--- config.mk ---
export PLATFORM = sky130hd
export DESIGN_NAME = button_gesture_and_detent_dispatcher
export DESIGN_NICKNAME = d
export VERILOG_FILES = /design/src/sv/bgd_pkg.sv /design/src/sv/bgd_gesture.sv /design/src/sv/bgd_detent.sv /design/src/sv/button_gesture_and_detent_dispatcher.sv
export SDC_FILE = /design/constraint.sdc
export NUM_CORES = 1
export LEC_CHECK = 0
export BUFFER_PORTS_ARGS = -buffer_cell sky130_fd_sc_hd__buf_4
export CAP_MARGIN = 20
export CORE_MARGIN = 2
export CORE_UTILIZATION = 30
export CTS_BUF_LIST = sky130_fd_sc_hd__clkbuf_8
export DETAILED_ROUTE_END_ITERATION = 10
export GPL_TIMING_DRIVEN = 0
export SLEW_MARGIN = 10
export SYNTH_ARGS = -nofsm -noshare
export SYNTH_HDL_FRONTEND = slang
export SYNTH_SLANG_ARGS = --single-unit
--- constraint.sdc ---
create_clock -name clk -period 18.08 [get_ports clk]
set_clock_uncertainty 0.05 [all_clocks]
set_input_delay 1.808 -clock clk [delete_from_list [all_inputs] [get_ports clk]]
set_output_delay 1.808 -clock clk [all_outputs]
set_load 0.1 [all_outputs]
--- src/sv/bgd_pkg.sv ---
// ----------------------------------------------------------------------------
// bgd_pkg
// Shared constants, action codes and types for the button gesture and
// detent dispatcher.
// ----------------------------------------------------------------------------
package bgd_pkg;

	localparam int TIME_BITS   = 32;
	localparam int PRESET_KEYS = 4;
	localparam int PRESET_BITS = 4;
	localparam int PRESET_USED = (PRESET_KEYS < PRESET_BITS) ? PRESET_KEYS : PRESET_BITS;

	localparam logic [15:0] HOLD_RST = 16'd2000;
	localparam logic [15:0] TAP_RST  = 16'd500;
	localparam logic [7:0]  CPD_RST  = 8'd4;

	typedef enum logic [3:0] {
		ACT_NONE       = 4'd0,
		ACT_START_STOP = 4'd1,
		ACT_RESET      = 4'd2,
		ACT_PRESET1    = 4'd3,
		ACT_PRESET2    = 4'd4,
		ACT_PRESET3    = 4'd5,
		ACT_PRESET4    = 4'd6,
		ACT_SELECT     = 4'd7,
		ACT_NEXT       = 4'd8,
		ACT_PREV       = 4'd9,
		ACT_CONFIRM    = 4'd10,
		ACT_BRIGHTNESS = 4'd11
	} action_t;

	typedef enum logic [1:0] {
		MODE_RUN     = 2'd0,
		MODE_SPORT   = 2'd1,
		MODE_VARIANT = 2'd2,
		MODE_OTHER   = 2'd3
	} mode_t;

	typedef enum logic [1:0] {
		REG_HOLD = 2'd0,
		REG_TAP  = 2'd1,
		REG_CPD  = 2'd2
	} cfg_reg_t;

	typedef struct packed {
		logic [TIME_BITS-1:0]   now;
		mode_t                  mode;
		logic                   start_edge;
		logic                   reset_edge;
		logic [PRESET_BITS-1:0] presets;
		logic                   pressed;
		logic [31:0]            pos;
		logic                   click;
	} poll_t;

	typedef struct packed {
		logic [15:0] hold_ms;
		logic [15:0] tap_ms;
		logic [7:0]  cpd;
	} cfg_t;

endpackage

--- src/sv/bgd_gesture.sv ---
// ----------------------------------------------------------------------------
// bgd_gesture
// Control button gesture tracker: hold, short press and double tap. State
// advances only on commit.
// ----------------------------------------------------------------------------
module bgd_gesture (
	input  logic                          clk,
	input  logic                          arst_n,
	input  logic                          commit,
	input  logic [bgd_pkg::TIME_BITS-1:0] now,
	input  logic                          pressed,
	input  bgd_pkg::cfg_t                 cfg,
	output bgd_pkg::action_t              act
);
	import bgd_pkg::*;

	logic                 active_q;
	logic [TIME_BITS-1:0] start_q;
	logic [TIME_BITS-1:0] last_q;
	logic [1:0]           tally_q;

	logic                 active_d;
	logic [TIME_BITS-1:0] start_d;
	logic [TIME_BITS-1:0] last_d;
	logic [1:0]           tally_d;
	logic                 rise;
	logic [TIME_BITS-1:0] el_start;
	logic [TIME_BITS-1:0] el_last;
	logic [TIME_BITS-1:0] hold_t;
	logic [TIME_BITS-1:0] tap_t;

	assign rise   = !active_q && pressed;
	assign hold_t = TIME_BITS'(cfg.hold_ms);
	assign tap_t  = TIME_BITS'(cfg.tap_ms);

	always_comb begin
		active_d = active_q;
		start_d  = start_q;
		last_d   = last_q;
		tally_d  = tally_q;
		act      = ACT_NONE;
		if (rise) begin
			active_d = 1'b1;
			start_d  = now;
			last_d   = now;
			if (tally_q != 2'd3)
				tally_d = tally_q + 2'd1;
		end
		el_start = now - start_d;
		el_last  = now - last_d;
		if (pressed && el_start >= hold_t) begin
			active_d = 1'b0;
			tally_d  = 2'd0;
			act      = ACT_RESET;
		end else if (active_d && !pressed && el_start < hold_t) begin
			active_d = 1'b0;
			act      = ACT_START_STOP;
		end else begin
			if (active_d && !pressed) begin
				active_d = 1'b0;
				tally_d  = 2'd0;
			end
			if (tally_d == 2'd2 && el_last < tap_t) begin
				tally_d = 2'd0;
				act     = ACT_SELECT;
			end else if (tally_d == 2'd1 && el_last > tap_t) begin
				tally_d = 2'd0;
			end
		end
	end

	always_ff @(posedge clk or negedge arst_n) begin
		if (!arst_n) begin
			active_q <= 1'b0;
			start_q  <= '0;
			last_q   <= '0;
			tally_q  <= 2'd0;
		end else if (commit) begin
			active_q <= active_d;
			start_q  <= start_d;
			last_q   <= last_d;
			tally_q  <= tally_d;
		end
	end

	a_hold_clears: assert property (@(posedge clk) disable iff (!arst_n)
		commit && act == ACT_RESET |=> !active_q && tally_q == 2'd0)
		else $error("hold did not clear gesture state");

	a_short_keeps_tally: assert property (@(posedge clk) disable iff (!arst_n)
		commit && act == ACT_START_STOP |=> !active_q && tally_q == $past(tally_q))
		else $error("short press altered tally");

	a_idle_holds: assert property (@(posedge clk) disable iff (!arst_n)
		!commit |=> $stable(tally_q) && $stable(active_q) && $stable(start_q))
		else $error("gesture state moved without commit");

endmodule

--- src/sv/bgd_detent.sv ---
// ----------------------------------------------------------------------------
// bgd_detent
// Encoder detent tracker: compares the encoder count with the consumed
// position and drains or swallows the backlog per UI mode.
// ----------------------------------------------------------------------------
module bgd_detent (
	input  logic             clk,
	input  logic             arst_n,
	input  logic             commit,
	input  bgd_pkg::mode_t   mode,
	input  logic [31:0]      pos,
	input  logic [7:0]       cpd,
	output bgd_pkg::action_t act
);
	import bgd_pkg::*;

	logic [31:0]        consumed_q;
	logic [31:0]        consumed_d;
	logic [7:0]         step;
	logic [31:0]        diff;
	logic signed [31:0] diff_s;
	logic signed [31:0] step_s;
	logic               big;

	assign step   = (cpd == 8'd0) ? 8'd1 : cpd;
	assign diff   = pos - consumed_q;
	assign diff_s = signed'(diff);
	assign step_s = signed'(32'(step));
	assign big    = (diff_s >= step_s) || (diff_s <= -step_s);

	always_comb begin
		consumed_d = consumed_q;
		act        = ACT_NONE;
		if (big) begin
			case (mode)
				MODE_RUN: begin
					consumed_d = pos;
					act        = ACT_SELECT;
				end
				MODE_SPORT, MODE_VARIANT: begin
					if (!diff[31]) begin
						consumed_d = consumed_q + 32'(step);
						act        = ACT_NEXT;
					end else begin
						consumed_d = consumed_q - 32'(step);
						act        = ACT_PREV;
					end
				end
				default: begin
					consumed_d = pos;
				end
			endcase
		end
	end

	always_ff @(posedge clk or negedge arst_n) begin
		if (!arst_n)
			consumed_q <= '0;
		else if (commit)
			consumed_q <= consumed_d;
	end

	a_next_steps: assert property (@(posedge clk) disable iff (!arst_n)
		commit && act == ACT_NEXT |=> consumed_q == $past(consumed_q) + 32'($past(step)))
		else $error("next detent did not advance by one step");

	a_run_swallows: assert property (@(posedge clk) disable iff (!arst_n)
		commit && act == ACT_SELECT |=> consumed_q == $past(pos))
		else $error("running mode did not swallow backlog");

	a_no_move_idle: assert property (@(posedge clk) disable iff (!arst_n)
		!commit |=> $stable(consumed_q))
		else $error("consumed position moved without commit");

endmodule

--- src/sv/button_gesture_and_detent_dispatcher.sv ---
// ----------------------------------------------------------------------------
// button_gesture_and_detent_dispatcher
// Poll dispatcher: one action code per poll by fixed priority.
// ----------------------------------------------------------------------------
// One poll in, one action out. A poll is taken into an input register, then
// all decoding (key priority, control button gestures, encoder detents,
// click) runs in one pass of logic into the action register, while the
// gesture and detent state update on the same edge. Throughput is one poll
// per clock while the output is not stalled; a poll passes through the input
// register and then the action register. The input side keeps taking beats
// while a finished action waits, as long as the input register is empty or
// can drain into the action register. Configuration writes are registered;
// cfg_ready is always high.
module button_gesture_and_detent_dispatcher (
	input  logic                            clk,
	input  logic                            arst_n,
	input  logic                            cfg_valid,
	output logic                            cfg_ready,
	input  logic [1:0]                      cfg_index,
	input  logic [15:0]                     cfg_data,
	input  logic                            in_valid,
	output logic                            in_ready,
	input  logic [31:0]                     now_ms,
	input  logic [1:0]                      ui_mode,
	input  logic                            start_edge,
	input  logic                            reset_edge,
	input  logic [bgd_pkg::PRESET_BITS-1:0] preset_edges,
	input  logic                            control_pressed,
	input  logic signed [31:0]              encoder_position,
	input  logic                            encoder_click,
	output logic                            out_valid,
	input  logic                            out_ready,
	output logic [3:0]                      action
);
	import bgd_pkg::*;

	cfg_t    cfg_q;
	poll_t   poll_s1;
	logic    valid_s1;
	logic    out_valid_q;
	action_t action_q;

	logic    adv;
	logic    front_hit;
	action_t front_act;
	action_t gest_act;
	action_t det_act;
	action_t next_act;
	logic    gest_commit;
	logic    det_commit;

	assign cfg_ready = 1'b1;

	always_ff @(posedge clk or negedge arst_n) begin
		if (!arst_n) begin
			cfg_q.hold_ms <= HOLD_RST;
			cfg_q.tap_ms  <= TAP_RST;
			cfg_q.cpd     <= CPD_RST;
		end else if (cfg_valid) begin
			case (cfg_index)
				REG_HOLD: cfg_q.hold_ms <= cfg_data;
				REG_TAP:  cfg_q.tap_ms  <= cfg_data;
				REG_CPD:  cfg_q.cpd     <= cfg_data[7:0];
				default: ;
			endcase
		end
	end

	assign adv      = valid_s1 && (!out_valid_q || out_ready);
	assign in_ready = !valid_s1 || adv;

	always_ff @(posedge clk or negedge arst_n) begin
		if (!arst_n)
			valid_s1 <= 1'b0;
		else if (in_ready)
			valid_s1 <= in_valid;
	end

	always_ff @(posedge clk) begin
		if (in_valid && in_ready) begin
			poll_s1.now        <= now_ms[TIME_BITS-1:0];
			poll_s1.mode       <= mode_t'(ui_mode);
			poll_s1.start_edge <= start_edge;
			poll_s1.reset_edge <= reset_edge;
			poll_s1.presets    <= preset_edges;
			poll_s1.pressed    <= control_pressed;
			poll_s1.pos        <= encoder_position;
			poll_s1.click      <= encoder_click;
		end
	end

	always_comb begin
		front_act = ACT_NONE;
		front_hit = 1'b1;
		if (poll_s1.start_edge) begin
			front_act = ACT_START_STOP;
		end else if (poll_s1.reset_edge) begin
			front_act = ACT_RESET;
		end else begin
			front_hit = 1'b0;
			for (int i = PRESET_USED - 1; i >= 0; i--) begin
				if (poll_s1.presets[i]) begin
					front_hit = 1'b1;
					front_act = action_t'(4'(int'(ACT_PRESET1) + i));
				end
			end
		end
	end

	assign gest_commit = adv && !front_hit && poll_s1.mode == MODE_RUN;
	assign det_commit  = adv && !front_hit &&
		!(poll_s1.mode == MODE_RUN && gest_act != ACT_NONE);

	bgd_gesture u_gesture (
		.clk     (clk),
		.arst_n  (arst_n),
		.commit  (gest_commit),
		.now     (poll_s1.now),
		.pressed (poll_s1.pressed),
		.cfg     (cfg_q),
		.act     (gest_act)
	);

	bgd_detent u_detent (
		.clk    (clk),
		.arst_n (arst_n),
		.commit (det_commit),
		.mode   (poll_s1.mode),
		.pos    (poll_s1.pos),
		.cpd    (cfg_q.cpd),
		.act    (det_act)
	);

	always_comb begin
		next_act = ACT_NONE;
		if (front_hit)
			next_act = front_act;
		else if (poll_s1.mode == MODE_RUN && gest_act != ACT_NONE)
			next_act = gest_act;
		else if (det_act != ACT_NONE)
			next_act = det_act;
		else if (poll_s1.click) begin
			if (poll_s1.mode inside {MODE_SPORT, MODE_VARIANT})
				next_act = ACT_CONFIRM;
			else if (poll_s1.mode == MODE_RUN)
				next_act = ACT_BRIGHTNESS;
		end
	end

	always_ff @(posedge clk or negedge arst_n) begin
		if (!arst_n)
			out_valid_q <= 1'b0;
		else if (adv)
			out_valid_q <= 1'b1;
		else if (out_ready)
			out_valid_q <= 1'b0;
	end

	always_ff @(posedge clk) begin
		if (adv)
			action_q <= next_act;
	end

	assign out_valid = out_valid_q;
	assign action    = action_q;

	a_rise_from_adv: assert property (@(posedge clk) disable iff (!arst_n)
		$rose(out_valid_q) |-> $past(adv))
		else $error("action beat without a poll behind it");

	a_s1_held: assert property (@(posedge clk) disable iff (!arst_n)
		valid_s1 && !adv |=> valid_s1 && $stable(poll_s1))
		else $error("stalled poll lost");

	a_start_wins: assert property (@(posedge clk) disable iff (!arst_n)
		adv && poll_s1.start_edge |=> action_q == ACT_START_STOP)
		else $error("start key lost priority");

	a_no_overrun: assert property (@(posedge clk) disable iff (!arst_n)
		in_valid && in_ready |-> !valid_s1 || adv)
		else $error("input beat overwrote a pending poll");

endmodule
; ---- Word-level counts from Yosys, hierarchy flattened
; Cells that the tools add are included.
[totals]
latch_bits = 0
output_inout_bits = 7
ram_bits = 0
word_cells = 116
romBits = 0
mem_count = 0
input_bits = 97
ff_bits = 219
[op_classes]
n_bitwise = 0
mul = 0
add_sub_neg = 7
magnitude_cmp = 6
n_mux = 44
eq_ne = 7
div = 0
n_shift = 0
n_reduce_logical = 33
[ops]
columns = cell, n
row1 = $mux W32, 4
row2 = $sub A32 B32 Y32, 3
row3 = $lt A32 B16 Y1, 2
row4 = $mux W4, 14
row5 = $add A32 B8 Y32, 1
row6 = $ge A32 B16 Y1, 1
row7 = $ge A32 B9 Y1, 1
row8 = $gt A32 B16 Y1, 1
row9 = $le A32 B32 Y1, 1
row10 = $neg A8 Y32, 1
row11 = $sub A32 B8 Y32, 1
row12 = $mux W2, 9
row13 = $mux W1, 13
row14 = $logic_and A1 B1 Y1, 12
row15 = $logic_not A8 Y1, 1
row16 = $mux W8, 1
row17 = $pmux W4 S2, 1
row18 = $reduce_and A2 Y1, 4
row19 = $reduce_bool A4 Y1, 2
row20 = $eq A2 B1 Y1 const B, 3
row21 = $eq A2 B2 Y1 const B, 3
row22 = $logic_not A1 Y1, 6
row23 = $mux W3, 2
row24 = $logic_not A2 Y1, 2
row25 = 5 further kinds, 8

; ---- Depth between registers and ports, before layout
; Gate-level depths: netlist of the first run.
[logic_depth]
ltp_word = 18
depth_mapped = 32
ltp_nobuf = 29

; ---- Cells and area by module
; A second synthesis of the first run with hierarchy kept.
[unflattened]
hier_cells = 2134
area_unflattened_um2 = 18741.7
[by_module_without_submodules]
columns = mod, n_inst, cells_each, seq_area_each_um2, area_each_um2
row1 = bgd_gesture, 1, 1114, 1676.6, 8300.5
row2 = bgd_detent, 1, 816, 800.8, 6278.5
row3 = button_gesture_and_detent_dispatcher, 1, 204, 3409.5, 4162.7

; ---- Worst setup path after synthesis of the first run
; No wires, ideal clock.
[synth_path]
path_type = reg2reg
start = register poll_s1[33] (netlist name)
end = register u_detent.consumed_q[21]
synth_period_minus_slack_ps = 6456
stages_incl_launch_ff = 31
arrival_ps = 6278
slack_ps = 11624
path_buffers = 4
path_cell_list = edfxtp_1 -> nand2b_1 -> clkbuf_1 -> clkbuf_1 -> clkbuf_1 -> nand2_1 -> nand2_1 -> ha_1 -> fa_1 -> nor4bb_1 -> a311o_1 -> a21o_1 -> o21ai_1 -> a21o_1 -> nand2_1 -> a31oi_1 -> xnor2_1 -> ha_1 -> nor2b_1 -> o21ai_0 -> o2111ai_1 -> a2111oi_0 -> o2111ai_1 -> nor4_1 -> o2111ai_1 -> or4_4 -> or3b_4 -> a31oi_4 -> or2_1 -> buf_6 -> mux2_1
[synth_lines]
columns = element, line_no
row1 = $logic_and A1 B1 Y1 (*), bgd_gesture.sv:32  ; assign rise = !active_q && pressed;
row2 = $mux W32 (*), bgd_gesture.sv:42  ; if (rise) begin
row3 = via u_gesture.start_d[0], bgd_gesture.sv:23  ; logic [TIME_BITS-1:0] start_d;
row4 = $sub A32 B32 Y32 (*), bgd_gesture.sv:49  ; el_start = now - start_d;
row5 = $lt A32 B16 Y1, bgd_gesture.sv:55  ; end else if (active_d && !pressed && el_start < hold_t) begin
row6 = $logic_and A1 B1 Y1, bgd_gesture.sv:55
row7 = $mux W4, bgd_gesture.sv:55
row8 = $mux W4 (*), bgd_gesture.sv:51  ; if (pressed && el_start >= hold_t) begin
row9 = $reduce_bool A4 Y1 (*), button_gesture_and_detent_dispatcher.sv:112  ; !(poll_s1.mode == MODE_RUN && gest_act != ACT_NONE);
row10 = $logic_and A1 B1 Y1 (*), button_gesture_and_detent_dispatcher.sv:112
row11 = $logic_not A1 Y1 (*), button_gesture_and_detent_dispatcher.sv:112
row12 = $logic_and A1 B1 Y1 (*), button_gesture_and_detent_dispatcher.sv:111  ; assign det_commit = adv && !front_hit &&
row13 = $reduce_and A2 Y1 (no source line) (*), n/a
row14 = end signal: assignment, bgd_detent.sv:60  ; consumed_q <= consumed_d;
row15 = end: declaration, bgd_detent.sv:17  ; logic [31:0] consumed_q;
; Mark *: on every way through the listed nets, which the timed path passes. The rest lies on a longest branch. The select of a mux whose other input is x is not followed.
; A chain may end at the register's enable or synchronous reset.

; ---- Worst setup path after layout of the first run
[layout_path]
start = register poll_s1[33] (netlist name)
end = register u_detent.consumed_q[8]
[layout_lines]
columns = element, line_no
row1 = $logic_and A1 B1 Y1 (*), bgd_gesture.sv:32
row2 = $mux W32 (*), bgd_gesture.sv:42
row3 = via u_gesture.start_d[0], bgd_gesture.sv:23
row4 = $sub A32 B32 Y32 (*), bgd_gesture.sv:49
row5 = $lt A32 B16 Y1, bgd_gesture.sv:55
row6 = $logic_and A1 B1 Y1, bgd_gesture.sv:55
row7 = $mux W4, bgd_gesture.sv:55
row8 = $mux W4 (*), bgd_gesture.sv:51
row9 = $reduce_bool A4 Y1 (*), button_gesture_and_detent_dispatcher.sv:112
row10 = $logic_and A1 B1 Y1 (*), button_gesture_and_detent_dispatcher.sv:112
row11 = $logic_not A1 Y1 (*), button_gesture_and_detent_dispatcher.sv:112
row12 = $logic_and A1 B1 Y1 (*), button_gesture_and_detent_dispatcher.sv:111
row13 = $reduce_and A2 Y1 (no source line) (*), n/a
; Marks and branches as above.

==> results of run 1 <==
power by group through the flow:
stage | Clock, mW | Combinational (mW) | Sequential, mW
finish | 0.566 | 1.30 | 0.619
global route | 0.607 | 1.46 | 0.626
CTS | 0.585 | 1.29 | 0.619
detailed placement | 0 | 1.28 | 0.627
global placement | 0 | 1.26 | 0.627
floorplan | 0 | 0.979 | 0.618
routing by layer:
metal / global-route usage / up-vias / share of wire
li1: - / 7732 / -
met1: 0.222 / 7614 / 0.44
met2: 0.316 / 375 / 0.49
met3: 0.0283 / 98 / 0.046
met4: 0.0602 / 0 / 0.028
met5: 0 / - / 0
flip-flops by register name (all words and copies together) (netlist names):
| signal | flops |
|---|---|
| cfg_q | 40 |
| u_gesture.last_q | 32 |
| poll_s1 | 74 |
| out_valid | 1 |
| u_gesture.active_q | 1 |
| u_detent.consumed_q | 32 |
| u_gesture.tally_q | 2 |
| u_gesture.start_q | 32 |
| action | 4 |
| valid_s1 | 1 |
through the flow:
step	instance area, µm²	power (mW)	cells
floorplan	17900	1.60	2034
global route	20700	2.69	2992
detailed placement	19700	1.91	2912
CTS	20700	2.50	2992
finish	20700	2.48	2992
global placement	19600	1.88	2909
how the worst min path moves through the flow:
stage                          start  cells past startpoint  slack (ps)               endpoint
6_report                    valid_s1                      1         440              out_valid
5_1_grt                    cfg_q[19]                      1         480              cfg_q[19]
4_1_cts                     valid_s1                      1         450              out_valid
3_5_place_dp   u_gesture.start_q[31]                      2         440  u_gesture.start_q[31]
3_3_place_gp                valid_s1                      1         430              out_valid
2_1_floorplan               valid_s1                      1         410              out_valid
layout make-up:
class                           count  area (µm²)  share of cell area
Sequential cell                   219        5890               0.285
Tap cell                          773         967              0.0468
Clock inverter                     28         231              0.0112
Buffer                             70         319              0.0154
Clock buffer                       52         716              0.0346
Timing Repair Buffer              105         836              0.0404
Inverter                          129         484              0.0234
Multi-Input combinational cell   1616       11200               0.543
cells by family (layout without fill, tap and decap cells):
kind of cell / Yosys count / in the layout / synth area share
compound gates: 646 / 646 / 0.224
xor+xnor: 101 / 101 / 0.0495
fa+ha+maj: 201 / 201 / 0.142
buf+inv: 199 / 384 / 0.0449
flops: 219 / 219 / 0.329
mux: 75 / 75 / 0.0440
other cells: 2 / 10 / 0.000420
simple gates: 583 / 583 / 0.165
cells in the final DEF, fill, tap and decap left out, drive strengths merged, types with 17 or more instances in the layout:
cell	instances
nand2b	31
a31oi	18
nor3	32
a21oi	255
nor2b	33
xor2	37
o21a	27
nand4	32
inv	139
ha	197
buf	125
a21o	56
mux2i	46
and3	20
and2	49
o211ai	17
edfxtp	78
nor2	154
nand2	129
o21ai	133
clkbuf	102
dfrtp	128
mux2	29
xnor2	64
a211oi	22
nand3	29
cells in the mapped netlist (13+ instances only):
cell,n
nand2b_1,31
o211ai_1,16
and2_1,49
o21ai_0,113
nand4_1,32
o21bai_1,16
or3_1,15
nor2b_1,33
inv_1,129
nand2_1,129
a21o_1,56
dfrtp_1,128
dfstp_2,13
mux2_2,28
a21oi_1,254
nor3_1,32
mux2i_1,46
a31oi_1,17
o21ai_1,20
and3_1,20
nand3_1,29
xnor2_1,64
xor2_1,37
ha_1,197
clkbuf_1,50
nand3b_1,13
edfxtp_1,78
o21a_1,27
a211oi_1,22
nor2_1,154
==> metrics.yaml, run 1 <==
power_frac_clock: 0.228
ios: 104
coreArea_mm2: 0.0590
clockBufferDepth: 3
status: "completed"
reg2reg_from: "poll_s1[33]"
crit_cells: 30
worstPathArrival_ps: 8980
io_buffers: 102
crit_buf_inv: 4
hold_violations: 0
grt_pass1_vias: 16000
rsz0062_at_grt: "false"
clk_pin_slew_worst_paths_ps: 80
grt_max_degree: 100
cts_tree: "done"
ys.flop_type: "dfrtp_1"
die_width_um: 248
fmaxAchievable_ghz: 0.118
holdWs_ps: 445
drc_errors: 0
hpwl_mm: 43.9
postCtsSetupBuffers: 0
worstMarginPinSlew_ps: 937
required_ps: 18570
syn_inst: 2026
area_delta_synth_final_pct: 15.6
ant_nets: 0
synth_area_per_cell_um2: 8.83
fin_ws_ps: 9590
power.density_mw_per_mm2: 120
relSlewSlack: 0.370
antenna_found_initial: 0
intPower_mw: 1.44
path_delay_family: "compound AO/OA/AOI/OAI gates"
grt_first_pass_wirelength_mm: 86.7
critPathLaunchType: "flip-flop"
start_util: 0.303
slew_violations: 0
post-place-ws_ps: 9530
switchingPower_mw: 1.04
routed_wl_mm: 55.5
reg2reg_slack_ps: 9590
std_cell_rows: 89
swShare: 0.419
ys_ff_latch: 219
critPathMaxStageDelay_ps: 560
async_flop_share: 0.644
htreeDepth: 2
wl_per_cell_um: 18.6
cts_buffers: 43
yosysTopAreaCellShare: 0.179
endpoint: "u_detent.consumed_q[8]"
period_share: 0.470
seqPwrFrac: 0.249
crit_start: "poll_s1[33]"
cp_max_fo: 10
setup_viol: 0
fill_cells: 6093
fp.dieH_um: 248
end_kind: "flip-flop"
ys_types: 89
gr-total-overflow: 0
setup_tns_ps: 0
grt_usage: 0.179
combPwrFrac: 0.523
gp_congestion: 0.881
dr.pass1.iters: 5
layout-drive-gt1-share: 0.114
hp-class: "reg2reg"
root_buffer: "clkbuf_8"
yosys_warnings: 0
diodes: 0
min_period_ps: 8490
critPathSlowestCell: "or4_4"
synth_top_area_cell: "dfrtp_1"
critPathKind: "reg2reg"
netlist_top_cells_area: "dfrtp_1, ha_1, edfxtp_1"
reg2reg_to: "u_detent.consumed_q[8]"
drt_iter0_markers: 883
via_count: 15800
fp.dieArea_mm2: 0.0616
power_leakage_nw: 9.20
clock-sinks: 219
reg2reg_depth: 30
final_core_util: 0.350
vias_per_cell: 5.29
crit_top_cell: "clkbuf_1"
clock_latency_ps: 630
cap_viol_max_count: 0
nets: 2482
ir_drop_uv: 72.1
syn_area_mm2: 0.0179
ys_seq_area_frac: 0.329
cts.hold.buffers_added: 0
synth_edf_count: 78
post_cts_resized: 0
No activity file was read; power rests on OpenSTA's default activity.
==> run 2: changes to the inputs <==
==> constraint.sdc (replaced) <==
create_clock -name clk -period 8.3 [get_ports clk]
set_clock_uncertainty 0.05 [all_clocks]
set_input_delay 0.83 -clock clk [delete_from_list [all_inputs] [get_ports clk]]
set_output_delay 0.83 -clock clk [all_outputs]
set_load 0.1 [all_outputs]
==> metrics.yaml, run 2 (same netlist as run 1, synthesis figures left out) <==
layout-drive-gt1-share: 0.120  # +0.00541
grt_max_degree: 100  # unchanged
seqPwrFrac: 0.249  # about the same
combPwrFrac: 0.524  # about the same
power_frac_clock: 0.227  # about the same
gr-total-overflow: 0  # unchanged
rsz0062_at_grt: "false"
reg2reg_slack_ps: 420  # -9160 ps
final_area_mm2: 0.0207  # +0.16%
swShare: 0.420  # about the same
final_cell_mix: "a21oi_1, ha_1, nor2_1"
power_leakage_nw: 9.23  # +0.35%
largest_reg_flops: 74  # unchanged
critPathMaxStageDelay_ps: 560  # about the same
setup_tns_ps: 0  # unchanged
end_kind: "flip-flop"
placed_cell_area_mm2: 0.0197  # unchanged
fp.dieH_um: 248  # unchanged
wl_per_cell_um: 18.6  # about the same
fmaxAchievable_ghz: 0.127  # +7.8%
grt_usage: 0.179  # about the same
cts.hold.buffers_added: 0  # unchanged
ir_drop_uv: 157  # +120%
std_cell_rows: 89  # unchanged
start_util: 0.303  # unchanged
vias_per_cell: 5.31  # +0.40%
hold_violations: 0  # unchanged
die_width_um: 248  # unchanged
dr.pass1.iters: 5  # unchanged
fp.dieArea_mm2: 0.0616  # unchanged
dp_cells: 2912  # unchanged
hp-class: "in2async"
clock-sinks: 219  # unchanged
clk_pin_slew_worst_paths_ps: 70  # about the same
cp_max_fo: 10  # unchanged
top_register: "poll_s1"
clockBufferDepth: 3  # unchanged
area_delta_synth_final_pct: 15.8
switchingPower_mw: 2.27  # +120%
final_core_util: 0.351  # +0.000552
drt_iter0_markers: 833  # -5.7%
slew_violations: 0  # unchanged
coreArea_mm2: 0.0590  # unchanged
critPathKind: "reg2reg"
ios: 104  # unchanged
hpwl_mm: 43.9  # unchanged
htreeDepth: 2  # unchanged
antenna_found_initial: 1  # +1
worstPathArrival_ps: 8360  # -620 ps
critPathLaunchType: "flip-flop"
status: "completed"
reg2reg_to: "u_detent.consumed_q[6]"
routed_wl_mm: 55.6  # about the same
relSlewSlack: 0.367  # -0.00279
grt_pass1_vias: 16100  # +0.19%
drc_errors: 0  # unchanged
grt_first_pass_wirelength_mm: 86.8  # about the same
worstMarginPinSlew_ps: 942  # +4.16 ps
reg2reg_from: "poll_s1[33]"
reg2reg_depth: 30  # unchanged
cts_buffers: 43  # unchanged
p_total_mw: 5.42  # +120%
root_buffer: "clkbuf_8"
crit_top_cell: "o2111ai_1"
clock_latency_ps: 630  # about the same
final_cells: 2993  # +0.033%
min_period_ps: 7880  # -617 ps
holdWs_ps: 54.9  # -390 ps
layout_commonest_cell: "a21oi_1"
intPower_mw: 3.15  # +120%
cap_viol_max_count: 0  # unchanged
gp_congestion: 0.881  # unchanged
required_ps: 8780  # -9790 ps
nets: 2482  # unchanged
reg_top3: "poll_s1 x74, cfg_q x40"
cts_tree: "done"
ant_nets: 0  # unchanged
setup_viol: 0  # unchanged
power.density_mw_per_mm2: 262  # +120%
via_count: 15900  # +0.44%
path_delay_family: "compound AO/OA/AOI/OAI gates"
io_buffers: 102  # unchanged
crit_buf_inv: 5  # +1
fin_ws_ps: 424  # -9160 ps
post-place-ws_ps: -250  # -9780 ps
period_share: 0.949  # +0.479
critPathSlowestCell: "or4_4"
==> run 2: cell types whose count changed in the layout (fill, tap and decap cells not counted), sizes merged <==
cell,before,now
buf,125,124
clkbuf,102,103
diode,0,1
==> run 2: routing by layer <==
layer  vias up  share of wire  GRT usage
met5         -              0          0
met2       377           0.49      0.316
met1      7678           0.44      0.222
met3        97          0.046     0.0283
met4         0          0.028     0.0609
li1       7736              -          -
==> run 2: worst register-to-register path: cells and delay by family, from the launching register on <==
kind	cells	cell delay, ps
flops	1	340
xor+xnor	1	140
mux	1	220
simple gates	9	2370
buf+inv	5	1120
compound gates	12	2900
fa+ha+maj	2	650
==> run 2: worst max-delay path by stage <==
stage / startpoint / end / cells after the start
2_1_floorplan: poll_s1[33] / u_detent.consumed_q[21] / 30
3_3_place_gp: poll_s1[33] / u_detent.consumed_q[2] / 27
3_5_place_dp: poll_s1[33] / u_detent.consumed_q[3] / 30
4_1_cts: poll_s1[33] / u_detent.consumed_q[7] / 30
5_1_grt: poll_s1[33] / u_detent.consumed_q[23] / 30
6_report: poll_s1[33] / u_detent.consumed_q[6] / 30
==> run 2: layout make-up <==
| class | instances | area (µm²) |
|---|---|---|
| Antenna cell | 1 | 2.50 |
| Buffer | 70 | 333 |
| Clock buffer | 52 | 716 |
| Clock inverter | 28 | 231 |
| Fill cell | 6086 | 38300 |
| Inverter | 129 | 484 |
| Multi-Input combinational cell | 1616 | 11200 |
| Sequential cell | 219 | 5890 |
| Tap cell | 773 | 967 |
| Timing Repair Buffer | 105 | 836 |
==> run 2: what timing repair did <==
item / 4_1_cts / 5_1_grt
resized for setup: 7 / 10
hold endpoints to repair: 0 / 0
setup buffers: 0 / 0
setup endpoints to repair: 31 / 35
==> run 2: power groups by stage <==
stage                     registers (mW)  clock network [mW]  logic [mW]
after floorplan                     1.35                   0        2.13
after global routing                1.36                1.32        3.18
after global placement              1.37                   0        2.74
final                               1.35                1.23        2.84
after CTS                           1.35                1.27        2.82
after detailed placement            1.37                   0        2.80
